==> config.mk <==
export PLATFORM = sky130hd
export DESIGN_NAME = chained_hash_table
export DESIGN_NICKNAME = d
export VERILOG_FILES = /design/src/cht_pkg.sv /design/src/cht_ctrl.sv /design/src/cht_dp.sv /design/src/chained_hash_table.sv
export SDC_FILE = /design/constraint.sdc
export NUM_CORES = 2
export LEC_CHECK = 0
export BUFFER_PORTS_ARGS = -buffer_cell sky130_fd_sc_hd__clkbuf_2
export CORE_MARGIN = 2
export CORE_UTILIZATION = 59
export CTS_BUF_LIST = sky130_fd_sc_hd__clkbuf_8
export CTS_CLUSTER_DIAMETER = 60
export DETAILED_ROUTE_END_ITERATION = 10
export PLACE_DENSITY = 0.78
export SLEW_MARGIN = 10
export SYNTH_ARGS = -nofsm -noshare
export SYNTH_HDL_FRONTEND = slang
export SYNTH_HIERARCHICAL = 1
export SYNTH_SLANG_ARGS = --single-unit
==> constraint.sdc <==
create_clock -name clk -period 8.55 [get_ports clk]
set_input_delay 1.71 -clock clk [delete_from_list [all_inputs] [get_ports clk]]
set_output_delay 1.71 -clock clk [all_outputs]
set_load 0.02 [all_outputs]
==> src/cht_pkg.sv <==
// cht_pkg: shared constants, opcodes and control structs of the chained hash table
// no dependencies
`default_nettype none

package cht_pkg;

  localparam int BASE_BUCKET_COUNT = 7;
  localparam int NUM_BUCKETS_DEF    = BASE_BUCKET_COUNT;
  localparam int BUCKET_DEPTH_DEF   = 8;
  localparam int KEY_BITS_DEF       = 32;
  localparam int VALUE_BITS_DEF     = 32;

  localparam int OPCODE_BITS      = 2;
  localparam int ENTRY_COUNT_BITS = 6;
  localparam int CHUNK_BITS       = 8;

  localparam logic [OPCODE_BITS-1:0] OP_UPDATE = 2'd0;
  localparam logic [OPCODE_BITS-1:0] OP_LOOKUP = 2'd1;
  localparam logic [OPCODE_BITS-1:0] OP_CLEAR  = 2'd2;

  typedef struct packed {
    logic load;
    logic mod_step;
    logic setup;
    logic scan;
    logic commit;
  } cmd_t;

  typedef struct packed {
    logic need_search;
    logic mod_last;
    logic scan_done;
    logic out_free;
  } sts_t;

endpackage

`default_nettype wire

==> src/cht_ctrl.sv <==
// cht_ctrl: sequencing state machine of the chained hash table
// depends on cht_pkg; drives commands into cht_dp and reads its status
`default_nettype none

module cht_ctrl (
  input  wire logic         clk,
  input  wire logic         rst_n,
  input  wire logic         in_valid,
  output logic              in_stall,
  input  wire cht_pkg::sts_t sts,
  output cht_pkg::cmd_t     cmd
);
  import cht_pkg::*;

  localparam logic [2:0] S_IDLE  = 3'd0;
  localparam logic [2:0] S_MOD   = 3'd1;
  localparam logic [2:0] S_SETUP = 3'd2;
  localparam logic [2:0] S_SCAN  = 3'd3;
  localparam logic [2:0] S_DONE  = 3'd4;

  logic [2:0] state_r, state_nxt;

  assign in_stall = (state_r != S_IDLE);

  always_comb begin
    state_nxt = state_r;
    cmd       = '0;
    case (state_r)
      S_IDLE: begin
        if (in_valid) begin
          cmd.load  = 1'b1;
          state_nxt = S_MOD;
        end
      end
      S_MOD: begin
        if (!sts.need_search) begin
          state_nxt = S_DONE;
        end else begin
          cmd.mod_step = 1'b1;
          if (sts.mod_last) state_nxt = S_SETUP;
        end
      end
      S_SETUP: begin
        cmd.setup = 1'b1;
        state_nxt = S_SCAN;
      end
      S_SCAN: begin
        cmd.scan = 1'b1;
        if (sts.scan_done) state_nxt = S_DONE;
      end
      S_DONE: begin
        if (sts.out_free) begin
          cmd.commit = 1'b1;
          state_nxt  = S_IDLE;
        end
      end
      default: state_nxt = S_IDLE;
    endcase
  end

  always_ff @(posedge clk) begin
    if (!rst_n) state_r <= S_IDLE;
    else        state_r <= state_nxt;
  end

endmodule

`default_nettype wire

==> src/cht_dp.sv <==
// cht_dp: datapath of the chained hash table: bucket remainder unit, slot memory,
// fill counters and result register; depends on cht_pkg, commanded by cht_ctrl
`default_nettype none

module cht_dp #(
  parameter int NUM_BUCKETS  = cht_pkg::NUM_BUCKETS_DEF,
  parameter int BUCKET_DEPTH = cht_pkg::BUCKET_DEPTH_DEF,
  parameter int KEY_BITS     = cht_pkg::KEY_BITS_DEF,
  parameter int VALUE_BITS   = cht_pkg::VALUE_BITS_DEF
) (
  input  wire logic                               clk,
  input  wire logic                               rst_n,
  input  wire cht_pkg::cmd_t                      cmd,
  output cht_pkg::sts_t                           sts,
  input  wire logic [cht_pkg::OPCODE_BITS-1:0]    in_opcode,
  input  wire logic [KEY_BITS-1:0]                in_key,
  input  wire logic [VALUE_BITS-1:0]              in_new_value,
  output logic                                    out_valid,
  input  wire logic                               out_stall,
  output logic                                    out_hit,
  output logic [VALUE_BITS-1:0]                   out_found_value,
  output logic                                    out_bucket_full,
  output logic [cht_pkg::ENTRY_COUNT_BITS-1:0]    out_entry_count
);
  import cht_pkg::*;

  localparam int SLOTS   = NUM_BUCKETS * BUCKET_DEPTH;
  localparam int AW      = (SLOTS > 1) ? $clog2(SLOTS) : 1;
  localparam int RB      = (NUM_BUCKETS > 1) ? $clog2(NUM_BUCKETS) : 1;
  localparam int FW      = $clog2(BUCKET_DEPTH + 1);
  localparam int IW      = (BUCKET_DEPTH > 1) ? $clog2(BUCKET_DEPTH) : 1;
  localparam int NCHUNK  = (KEY_BITS + CHUNK_BITS - 1) / CHUNK_BITS;
  localparam int KPAD    = NCHUNK * CHUNK_BITS;
  localparam int CW      = (NCHUNK > 1) ? $clog2(NCHUNK) : 1;
  localparam int EW      = KEY_BITS + VALUE_BITS;
  localparam logic [RB:0] NB_EXT = (RB + 1)'(NUM_BUCKETS);

  // one key bit per step: r = (2r + bit) mod NUM_BUCKETS
  function automatic logic [RB-1:0] mod_fold(input logic [RB-1:0] r_in,
                                             input logic [CHUNK_BITS-1:0] chunk);
    logic [RB:0] acc;
    acc = {1'b0, r_in};
    for (int i = CHUNK_BITS - 1; i >= 0; i--) begin
      acc = {acc[RB-1:0], chunk[i]};
      if (acc >= NB_EXT) acc = acc - NB_EXT;
    end
    return acc[RB-1:0];
  endfunction

  logic [OPCODE_BITS-1:0]      op_r;
  logic [KEY_BITS-1:0]         key_r;
  logic [VALUE_BITS-1:0]       val_r;
  logic [KPAD-1:0]             key_sh_r;
  logic [CW-1:0]               chunk_cnt_r;
  logic [RB-1:0]               rem_r;
  logic [RB-1:0]               bucket_r;
  logic [AW-1:0]               base_r;
  logic [FW-1:0]               fill_sel_r;
  logic [FW-1:0]               scan_idx_r;
  logic                        cmp_valid_r;
  logic [IW-1:0]               cmp_idx_r;
  logic                        hit_r;
  logic [FW-1:0]               fill_r [NUM_BUCKETS];
  logic [ENTRY_COUNT_BITS-1:0] total_r;
  logic [EW-1:0]               mem [SLOTS];
  logic [EW-1:0]               rdata_r;

  logic                        out_valid_r, out_hit_r, out_full_r;
  logic [VALUE_BITS-1:0]       out_value_r;
  logic [ENTRY_COUNT_BITS-1:0] out_count_r;

  logic                        match;
  logic                        mem_re, mem_we;
  logic [AW-1:0]               rd_addr, wr_addr;
  logic                        bucket_is_full;
  logic                        append;
  logic [ENTRY_COUNT_BITS-1:0] total_nxt;
  logic                        res_full;
  logic [VALUE_BITS-1:0]       res_value;

  assign match = cmp_valid_r && (rdata_r[EW-1 -: KEY_BITS] == key_r);
  assign bucket_is_full = (fill_sel_r == FW'(BUCKET_DEPTH));

  assign sts.need_search = (op_r == OP_UPDATE) || (op_r == OP_LOOKUP);
  assign sts.mod_last    = (chunk_cnt_r == '0);
  assign sts.scan_done   = match || (scan_idx_r >= fill_sel_r);
  assign sts.out_free    = !out_valid_r || !out_stall;

  assign mem_re  = cmd.scan && !match && (scan_idx_r < fill_sel_r);
  assign rd_addr = base_r + AW'(scan_idx_r);

  always_comb begin
    mem_we    = 1'b0;
    append    = 1'b0;
    wr_addr   = base_r + AW'(cmp_idx_r);
    total_nxt = total_r;
    res_full  = 1'b0;
    res_value = '0;
    case (op_r)
      OP_UPDATE: begin
        if (hit_r) begin
          mem_we = cmd.commit;
        end else if (bucket_is_full) begin
          res_full = 1'b1;
        end else begin
          mem_we    = cmd.commit;
          append    = cmd.commit;
          wr_addr   = base_r + AW'(fill_sel_r);
          total_nxt = total_r + 1'b1;
        end
      end
      OP_LOOKUP: begin
        if (hit_r) res_value = rdata_r[VALUE_BITS-1:0];
      end
      OP_CLEAR: begin
        total_nxt = '0;
      end
      default: total_nxt = total_r;
    endcase
  end

  // slot memory: key in the upper bits, value in the lower
  always_ff @(posedge clk) begin
    if (mem_we) mem[wr_addr] <= {key_r, val_r};
    if (mem_re) rdata_r <= mem[rd_addr];
  end

  always_ff @(posedge clk) begin
    if (cmd.load) begin
      op_r        <= in_opcode;
      key_r       <= in_key;
      val_r       <= in_new_value;
      key_sh_r    <= KPAD'(in_key);
      chunk_cnt_r <= CW'(NCHUNK - 1);
      rem_r       <= '0;
      hit_r       <= 1'b0;
    end
    if (cmd.mod_step) begin
      rem_r       <= mod_fold(rem_r, key_sh_r[KPAD-1 -: CHUNK_BITS]);
      key_sh_r    <= key_sh_r << CHUNK_BITS;
      chunk_cnt_r <= chunk_cnt_r - 1'b1;
    end
    if (cmd.setup) begin
      bucket_r   <= rem_r;
      base_r     <= AW'(AW'(rem_r) * AW'(BUCKET_DEPTH));
      fill_sel_r <= fill_r[rem_r];
      scan_idx_r <= '0;
      hit_r      <= 1'b0;
    end
    if (cmd.scan) begin
      if (match) begin
        hit_r <= 1'b1;
      end else if (mem_re) begin
        cmp_idx_r  <= scan_idx_r[IW-1:0];
        scan_idx_r <= scan_idx_r + 1'b1;
      end
    end
    if (cmd.commit) begin
      out_hit_r   <= hit_r;
      out_value_r <= res_value;
      out_full_r  <= res_full;
      out_count_r <= total_nxt;
    end
  end

  always_ff @(posedge clk) begin
    if (!rst_n) begin
      cmp_valid_r <= 1'b0;
      out_valid_r <= 1'b0;
      total_r     <= '0;
      for (int b = 0; b < NUM_BUCKETS; b++) fill_r[b] <= '0;
    end else begin
      if (cmd.setup) cmp_valid_r <= 1'b0;
      else if (cmd.scan) cmp_valid_r <= mem_re;
      if (cmd.commit) begin
        out_valid_r <= 1'b1;
        total_r     <= total_nxt;
        if (append) fill_r[bucket_r] <= fill_sel_r + 1'b1;
        if (op_r == OP_CLEAR) begin
          for (int b = 0; b < NUM_BUCKETS; b++) fill_r[b] <= '0;
        end
      end else if (!out_stall) begin
        out_valid_r <= 1'b0;
      end
    end
  end

  assign out_valid       = out_valid_r;
  assign out_hit         = out_hit_r;
  assign out_found_value = out_value_r;
  assign out_bucket_full = out_full_r;
  assign out_entry_count = out_count_r;

endmodule

`default_nettype wire

==> src/chained_hash_table.sv <==
// chained_hash_table: top level, joins the controller and the datapath
// depends on cht_pkg, cht_ctrl and cht_dp
//
// usage:
//   request channel in_*: in_opcode (update, lookup, clear), in_key, in_new_value,
//   taken when in_valid is high and in_stall low. result channel out_*: out_hit,
//   out_found_value, out_bucket_full, out_entry_count, taken when out_valid is
//   high and out_stall low. exactly one result per request, in order.
//   one request at a time: in_stall is high from acceptance until the result is
//   loaded into the output register. update and lookup pass an accept step, the
//   bucket remainder unit (8 key bits per cycle), a setup step, a scan of the
//   bucket through the one-read-port slot memory (one slot per cycle, stops early
//   on a hit) and a finish step. clear and the unused opcode skip the remainder
//   unit, the setup step and the scan.
//   the next request is taken while a result still waits in the output register;
//   a stalled receiver only holds the finish step of the following request.
//   reset empties all buckets and the entry count and drops a pending result;
//   clearing uses per-bucket fill counters, so no memory sweep is needed.
`default_nettype none

module chained_hash_table #(
  parameter int NUM_BUCKETS  = cht_pkg::NUM_BUCKETS_DEF,
  parameter int BUCKET_DEPTH = cht_pkg::BUCKET_DEPTH_DEF,
  parameter int KEY_BITS     = cht_pkg::KEY_BITS_DEF,
  parameter int VALUE_BITS   = cht_pkg::VALUE_BITS_DEF
) (
  input  wire logic                               clk,
  input  wire logic                               rst_n,
  input  wire logic                               in_valid,
  output logic                                    in_stall,
  input  wire logic [cht_pkg::OPCODE_BITS-1:0]    in_opcode,
  input  wire logic [KEY_BITS-1:0]                in_key,
  input  wire logic [VALUE_BITS-1:0]              in_new_value,
  output logic                                    out_valid,
  input  wire logic                               out_stall,
  output logic                                    out_hit,
  output logic [VALUE_BITS-1:0]                   out_found_value,
  output logic                                    out_bucket_full,
  output logic [cht_pkg::ENTRY_COUNT_BITS-1:0]    out_entry_count
);
  import cht_pkg::*;

  cmd_t cmd;
  sts_t sts;

  cht_ctrl u_ctrl (
    .clk      (clk),
    .rst_n    (rst_n),
    .in_valid (in_valid),
    .in_stall (in_stall),
    .sts      (sts),
    .cmd      (cmd)
  );

  cht_dp #(
    .NUM_BUCKETS  (NUM_BUCKETS),
    .BUCKET_DEPTH (BUCKET_DEPTH),
    .KEY_BITS     (KEY_BITS),
    .VALUE_BITS   (VALUE_BITS)
  ) u_dp (
    .clk             (clk),
    .rst_n           (rst_n),
    .cmd             (cmd),
    .sts             (sts),
    .in_opcode       (in_opcode),
    .in_key          (in_key),
    .in_new_value    (in_new_value),
    .out_valid       (out_valid),
    .out_stall       (out_stall),
    .out_hit         (out_hit),
    .out_found_value (out_found_value),
    .out_bucket_full (out_bucket_full),
    .out_entry_count (out_entry_count)
  );

endmodule

`default_nettype wire

; ---- Word-level counts from Yosys, hierarchy flattened
; Memory sizes are Yosys's and may differ from the RTL's. A register that Yosys moved wholly into a read port is not among the register bits.
; Index checks and enable logic that the tools add are counted.
[totals]
word_cells = 167
inputBits = 70
register_bits = 165
out_inout_bits = 42
ramBits = 3612
mem_count = 2
[op_classes]
n_bitwise = 10
muxes = 78
addsub = 15
n_reduce_logical = 20
magnitude_cmp = 10
eq_ne = 13
[memory_table]
columns = memory, depth, width, read_ports, rd_clocked_by_memory_dff, write_ports, line
row1 = u_dp.mem, 56, 64, 1, 1, 1, cht_dp.sv:65  ; logic [EW-1:0] mem [SLOTS];
row2 = u_dp.fill_r, 7, 4, 1, 1, 7, cht_dp.sv:63  ; logic [FW-1:0] fill_r [NUM_BUCKETS];
[ops]
columns = operator, n
row1 = $mux 3, 23
row2 = $mux 32, 2
row3 = $mux 4, 12
row4 = $eq 32x32->1, 1
row5 = $ge 4x3->1 const B, 8
row6 = $mux 1, 32
row7 = $mux 6, 5
row8 = $sub 3x3->3 const B, 8
row9 = $pmux 3 s5, 1
row10 = $add 6x4->6, 2
row11 = $pmux 6 s2, 1
row12 = $add 4x1->4 const B, 2
row13 = $or 1x1->1, 7
row14 = $add 6x1->6 const B, 1
row15 = $add 6x3->6, 1
row16 = $eq 3x2->1 const B, 2
row17 = $ne 2x2->1 const B, 3
row18 = $eq 4x4->1 const B, 1
row19 = $ge 4x4->1, 1
row20 = $logic_not 2->1, 2
row21 = $lt 4x4->1, 1
row22 = $mux 2, 2
row23 = $reduce_and 4->1, 1
row24 = $reduce_or 2->1, 2
row25 = 17 further kinds, 25

; ---- Logic depth before layout (Yosys ltp)
[depth]
ltp_word = 26
ltp_mapped = 41
mapped_depth_nobuf = 39

; ---- Cells and area by module
; The synthesis kept the hierarchy.
[by_module_without_submodules]
columns = mod, cells_per_inst, n_inst, seq_area_each_um2, area_each_um2
row1 = cht_dp, 5876, 1, 115280.6, 146504.3
row2 = cht_ctrl, 22, 1, 60.1, 182.7

; ---- Worst setup path after synthesis
; OpenSTA, ideal clock, no wires.
[synth_path]
path_type = input to register
from = in out_stall
to = mem u_dp/mem[23][0] (netlist name), enable pin
setup_ps = 565
path_slack_ps = -251
stages = 7
arrival_time_ps = 8237
t_required_ps = 7985
path_buffers = 1
cell_sequence = nand2_1 -> and3_1 -> clkbuf_1 -> and2_1 -> o21a_1 -> nand3b_1 -> nor3_1
[synth_lines]
columns = item, line
row1 = start: declaration, chained_hash_table.sv:35  ; input wire logic out_stall,
row2 = end: declaration, cht_dp.sv:65

; ---- Final worst setup path
[layout_path]
from = reg u_dp.key_sh_r[31]
to = reg u_dp.rem_r[0] (data pin)
[layout_between]
elab_chain_cells = 24
word_cells_on_any_way = 31
cone_classes = add/sub: 7 / order compare: 8 / mux: 16
[layout_rtl]
columns = item, line
row1 = start: declaration, cht_dp.sv:53  ; logic [KPAD-1:0] key_sh_r;
row2 = start signal: assignment, cht_dp.sv:133  ; key_sh_r <= KPAD'(in_key);
row3 = start signal: assignment, cht_dp.sv:140  ; key_sh_r <= key_sh_r << CHUNK_BITS;
row4 = $ge 4x3->1 or $sub 3x3->3 (tied branches), cht_dp.sv:45  ; if (acc >= NB_EXT) acc = acc - NB_EXT;
row5 = $mux 3 (*), cht_dp.sv:45
row6 = $mux 3 (*), cht_dp.sv:138  ; if (cmd.mod_step) begin
row7 = $ge 4x3->1 or $sub 3x3->3 (tied branches), cht_dp.sv:45
row8 = $mux 3 (*), cht_dp.sv:45
row9 = $mux 3 (*), cht_dp.sv:138
row10 = $ge 4x3->1 or $sub 3x3->3 (tied branches), cht_dp.sv:45
row11 = $mux 3 (*), cht_dp.sv:45
row12 = (+8 left out), n/a
row13 = $mux 3 (*), cht_dp.sv:45
row14 = $mux 3 (*), cht_dp.sv:138
row15 = $ge 4x3->1 or $sub 3x3->3 (tied branches), cht_dp.sv:45
row16 = $mux 3 (*), cht_dp.sv:45
row17 = $mux 3 (*), cht_dp.sv:138
row18 = $ge 4x3->1 (*), cht_dp.sv:45
row19 = $mux 3 (*), cht_dp.sv:45
row20 = $mux 3 (*), cht_dp.sv:138
row21 = end signal: assignment, cht_dp.sv:139  ; rem_r <= mod_fold(rem_r, key_sh_r[KPAD-1 -: CHUNK_BITS]);
row22 = end: declaration, cht_dp.sv:55  ; logic [RB-1:0] rem_r;
; Every way passes the cells marked *; elsewhere a longest branch is shown, timed or not. The select of a mux whose other input is x is not followed.
; A chain may end at the register's enable or synchronous reset.

==> impl.org <==
** Run status
- The run finished with clean final reports.

** Worst setup path
- The worst setup path is launched from a flip-flop.
- Depth of the most critical reg-to-reg path :: 39
- Most used cell along the critical path :: sky130_fd_sc_hd__ha_1
- Setup slack on the worst reg-to-reg path comes out at 530 ps.
- Worst setup path startpoint :: u_dp/key_sh_r[31]
- The worst setup path is captured at a flip-flop.
- The critical path is of the flip-flop to flip-flop type.
- The slowest stage of the critical path belongs to the cell sky130_fd_sc_hd__edfxtp_1.
- Worst flop-to-flop path startpoint :: u_dp/key_sh_r[31]
- For this run, the slowest stage of the critical path takes 440 ps.
- Largest fanout on the critical path :: 9
- WP data required :: 9410 ps
- Data arrives at the worst endpoint at 8880 ps.

** Route
- Dividing the detail-routed via count by the number of cells gives 6.77.
- DR DRC count :: 0
- In this run, the number of DRC markers left after iteration 0 of detailed routing was 11,644.
- Final WL :: 357 mm
- In the final routed layout, each cell accounts on average for 34.7 µm.
- Number of detailed-route iterations in the first pass :: 6
- In this run the remaining antenna-violating nets after routing total 0.
- Summing over every cut layer, the via total after detailed routing is 69,660.

** Global routing
- The first global-routing pass estimated 510 mm of wire.
- Pin count of the biggest net entering global routing :: 136
- Antenna violations before repair :: 8
- Number of global-route vias before repair :: 70,498
- In the global route stage, met2 resource usage came out at 44.9%.
- The layer flagged by global routing as most heavily used is met2.
- For met1 alone, demand over resource in global routing was 40.7%.
- Global routing used 28.7% of the available tracks across all layers.
- GRT met3 Usage :: 6.98%
- For this run the aggregate overflow at the end of global routing stands at 0.

** Synthesis
- The synthesized netlist devotes 0.267% of its cell area to XOR and XNOR gates.
- Average size of a mapped cell :: 24.9 µm²
- During synthesis, Yosys emitted a total of 6 warnings.
- Cell area after synthesis :: 147,000 µm²
- Summing the areas of all compound-gate instances in the mapped netlist gives 0.532% of the synthesized area.
- Yosys mapped a number of flops with a built-in enable equal to 3,825.
- In the synthesized netlist the dominant register cell turns out to be sky130_fd_sc_hd__edfxtp_1.
- After synthesis, the largest family of logic cells by area is multiplexers.
- Sequential element share of the synthesized area :: 78.6%
- Total nets after synthesis :: 5,989
- Post-synthesis share of cell area spent on full adders, half adders and majority gates :: 0.179%
- Multiplexer fraction of the synthesized cell area :: 18.5%
- Simple-gate share of the synthesized area :: 1.11%
- Number of cells produced by synthesis :: 5,898
- In this run, distinct cell masters in the synthesized netlist total 76.
- In the synthesized netlist the async set-or-reset flop fraction comes to 0%.
- Number of flip-flops and latches in the synthesized netlist :: 3,849

** Power
- Maximum vdd drop :: 0.215 mV
- Combinational group share of total power :: 5.4%
- In this run the static leakage power is 50.2 nW.
- Net switching power figure :: 8.12 mW
- The clock network accounts for 37.9% of the total power.
- Internal power comes to 28.8 mW.
- Share of total power consumed by net switching :: 22.0%
- Reg power frac :: 56.7%
- Power Dens Cells :: 226 nW/µm²

** Placement
- GPL Wtd Cong :: 0.822
- The placed instances occupy a cell area of 153,000 µm².
- Before CTS, the worst setup slack after placement is 231 ps.
- Buffers placed on the I/O ports in this run total 111.
- Post-DP HPWL :: 186 mm

** STA
- Setup total negative slack on the finished layout was measured at 0 ps.
- Hold timing on the final database bottoms out at a slack of 501 ps.
- Hold Violations, Final :: 0
- After layout, the worst path uses 93.8% of the clock period.
- Based on the critical path, the design can be clocked at up to 125 MHz.
- Transition time at the pin with the least slew margin :: 1260 ps
- Setup violations remaining at the end of the flow were counted as 0.
- Relative max-transition margin :: 16.1%
- Max Slew Vio Count :: 0
- Clock Skews :: 99.1 ps
- Final setup margin :: 531 ps
- The worst path in the final design needs a cycle of 8020 ps, including I/O delays and setup.

** Floorplanning
- The floorplan has 183 rows.
- The region available for standard cell placement spans 248,000 µm².
- 112 I/O pins were placed.
- From left edge to right edge, the die measures 503 µm.
- The die is 503 µm tall.
- The initial utilization of the core area, before any placement, comes to 59.2%.
- The floorplan step defined a die boundary enclosing 253,000 µm².

** Clocking
- CTS tree :: built
- Clock tree root buffer cell :: sky130_fd_sc_hd__clkbuf_8
- CTS saw 3,849 sinks.
- Latest clock arrival within the worst-skew pair :: 1120 ps
- Clock tree synthesis inserted a total of 603 buffers.
- The longest clock path from root to sink contains 4 buffers.
- The number of setup buffers added after CTS is 0.
- Clock-pin slew of the registers on the worst-case setup and hold paths :: 60 ps
- H-tree depth reported by CTS :: 6

** Final layout
- Final #Nets :: 6,626
- Area overhead of the layout relative to synthesis :: 11.5%
- Area of all placed cells without fillers :: 164,000 µm²
- At the end of the flow the core is filled with cells to 66.0%.
- The layout has 14,563 filler cells.
- Commonest non-fill, non-tap cells in the layout :: 3,825 x sky130_fd_sc_hd__edfxtp_1, 1,160 x sky130_fd_sc_hd__mux4_2, 620 x sky130_fd_sc_hd__clkbuf_8
- Cells with a size suffix above 1 make up 34.0% of the layout.
- The library cell used most frequently in the layout, excluding fill and tap cells, is sky130_fd_sc_hd__edfxtp_1.

** Min path
- The tightest min-delay check is of the flip-flop to flip-flop type.
- Counting instances, the worst hold path has a depth of 2.
- In this run the most critical hold path is launched from u_dp/key_sh_r[2].

** Run
- The tool flagged a number of max-cap violations equal to 0.
state kept, by name, indices dropped and copies added (netlist names), 2 cells and up:
name,count
u_dp/key_sh_r,32
u_dp/fill_sel_r,4
u_dp/chunk_cnt_r,2
u_dp/out_found_value,32
u_dp/scan_idx_r,4
u_dp/fill_r,32
u_dp/val_r,32
u_dp/out_entry_count,6
u_dp/rem_r,3
u_dp/base_r,3
u_dp/total_r,6
u_dp/rdata_r,64
u_dp/op_r,2
u_ctrl/state_r,3
u_dp/key_r,32
u_dp/mem,3584
u_dp/cmp_idx_r,3
cells in the mapped netlist (all sizes together) (6+ instances only):
| cell | number | area share (%) |
|---|---|---|
| clkbuf | 192 | 0.49 |
| and2 | 37 | 0.16 |
| a21oi | 9 | 0.033 |
| a22o | 24 | 0.14 |
| nor4 | 6 | 0.026 |
| edfxtp | 3825 | 78 |
| xnor2 | 35 | 0.21 |
| and3 | 10 | 0.044 |
| buf | 96 | 0.25 |
| nor2b | 12 | 0.051 |
| mux4 | 1160 | 18 |
| inv | 31 | 0.079 |
| ha | 21 | 0.18 |
| nor2 | 114 | 0.29 |
| nand2 | 51 | 0.14 |
| o21ai | 18 | 0.064 |
| mux2 | 71 | 0.55 |
| xor2 | 8 | 0.053 |
| nand4 | 18 | 0.081 |
| mux2i | 15 | 0.10 |
| nand3b | 7 | 0.036 |
| dfxtp | 24 | 0.33 |
| nor3 | 9 | 0.031 |
| nand3 | 24 | 0.085 |
layout make-up:
class | instances | area (µm²) | share of cell area (%)
Multi-Input combinational cell | 1730 | 30700 | 18.7
Antenna cell | 8 | 20.0 | 0.0122
Tap cell | 3330 | 4170 | 2.55
Sequential cell | 3849 | 115000 | 70.5
Clock inverter | 408 | 2110 | 1.29
Clock buffer | 620 | 8530 | 5.22
Inverter | 31 | 119 | 0.0727
Timing Repair Buffer | 320 | 2660 | 1.62
timing repair:
item,in CTS,in global routing
endpoints found under the setup margin,0,3
endpoints found under the hold margin,0,0
hold buffers,0,0
resized for setup,0,9
critical path, delay by kind of cell, from the launching register on:
family | cells | cell delay [ps]
flip-flops | 1 | 440
adder cells (fa/ha/maj) | 8 | 2040
XOR/XNOR | 3 | 560
multiplexers | 1 | 240
AO/OA/AOI/OAI | 11 | 2100
buffers and inverters | 4 | 480
AND/OR/NAND/NOR | 12 | 1970
routing by layer:
layer | up-vias | part of all wire (%)
met5 | - | 0.0073
met4 | 4 | 3.0
met3 | 693 | 13
met2 | 5358 | 49
met1 | 36657 | 35
li1 | 26948 | -
per-stage QoR:
step                cells  total power, mW
floorplan            5898             22.7
global placement     9257             23.2
detailed placement   9258             23.3
CTS                 10286             37.1
global route        10292             38.0
finish              10296             36.9
power groups by stage:
stage | clock, mW | combinational [mW] | sequential [mW]
2_1_floorplan | 0 | 1.24 | 21.5
3_3_place_gp | 0 | 1.90 | 21.3
3_5_place_dp | 0 | 1.96 | 21.3
4_1_cts | 14.2 | 1.96 | 20.9
5_1_grt | 15.0 | 2.14 | 20.9
6_report | 14.0 | 1.99 | 20.9
logic make-up after synthesis:
kind of cell	after synthesis
muxes	1246
buffers and inverters	319
xor gates and xnor gates	43
AOI/OAI and AO/OA	101
DFF	3849
adders and majority gates	21
and+or+nand+nor	319
path summary, 6_finish.rpt:
check                      to
min reg2reg  u_dp/key_sh_r[2]
min          u_dp/key_sh_r[2]
max             u_dp/rem_r[0]
max reg2reg     u_dp/rem_r[0]
No activity file was read; power rests on OpenSTA's default activity.
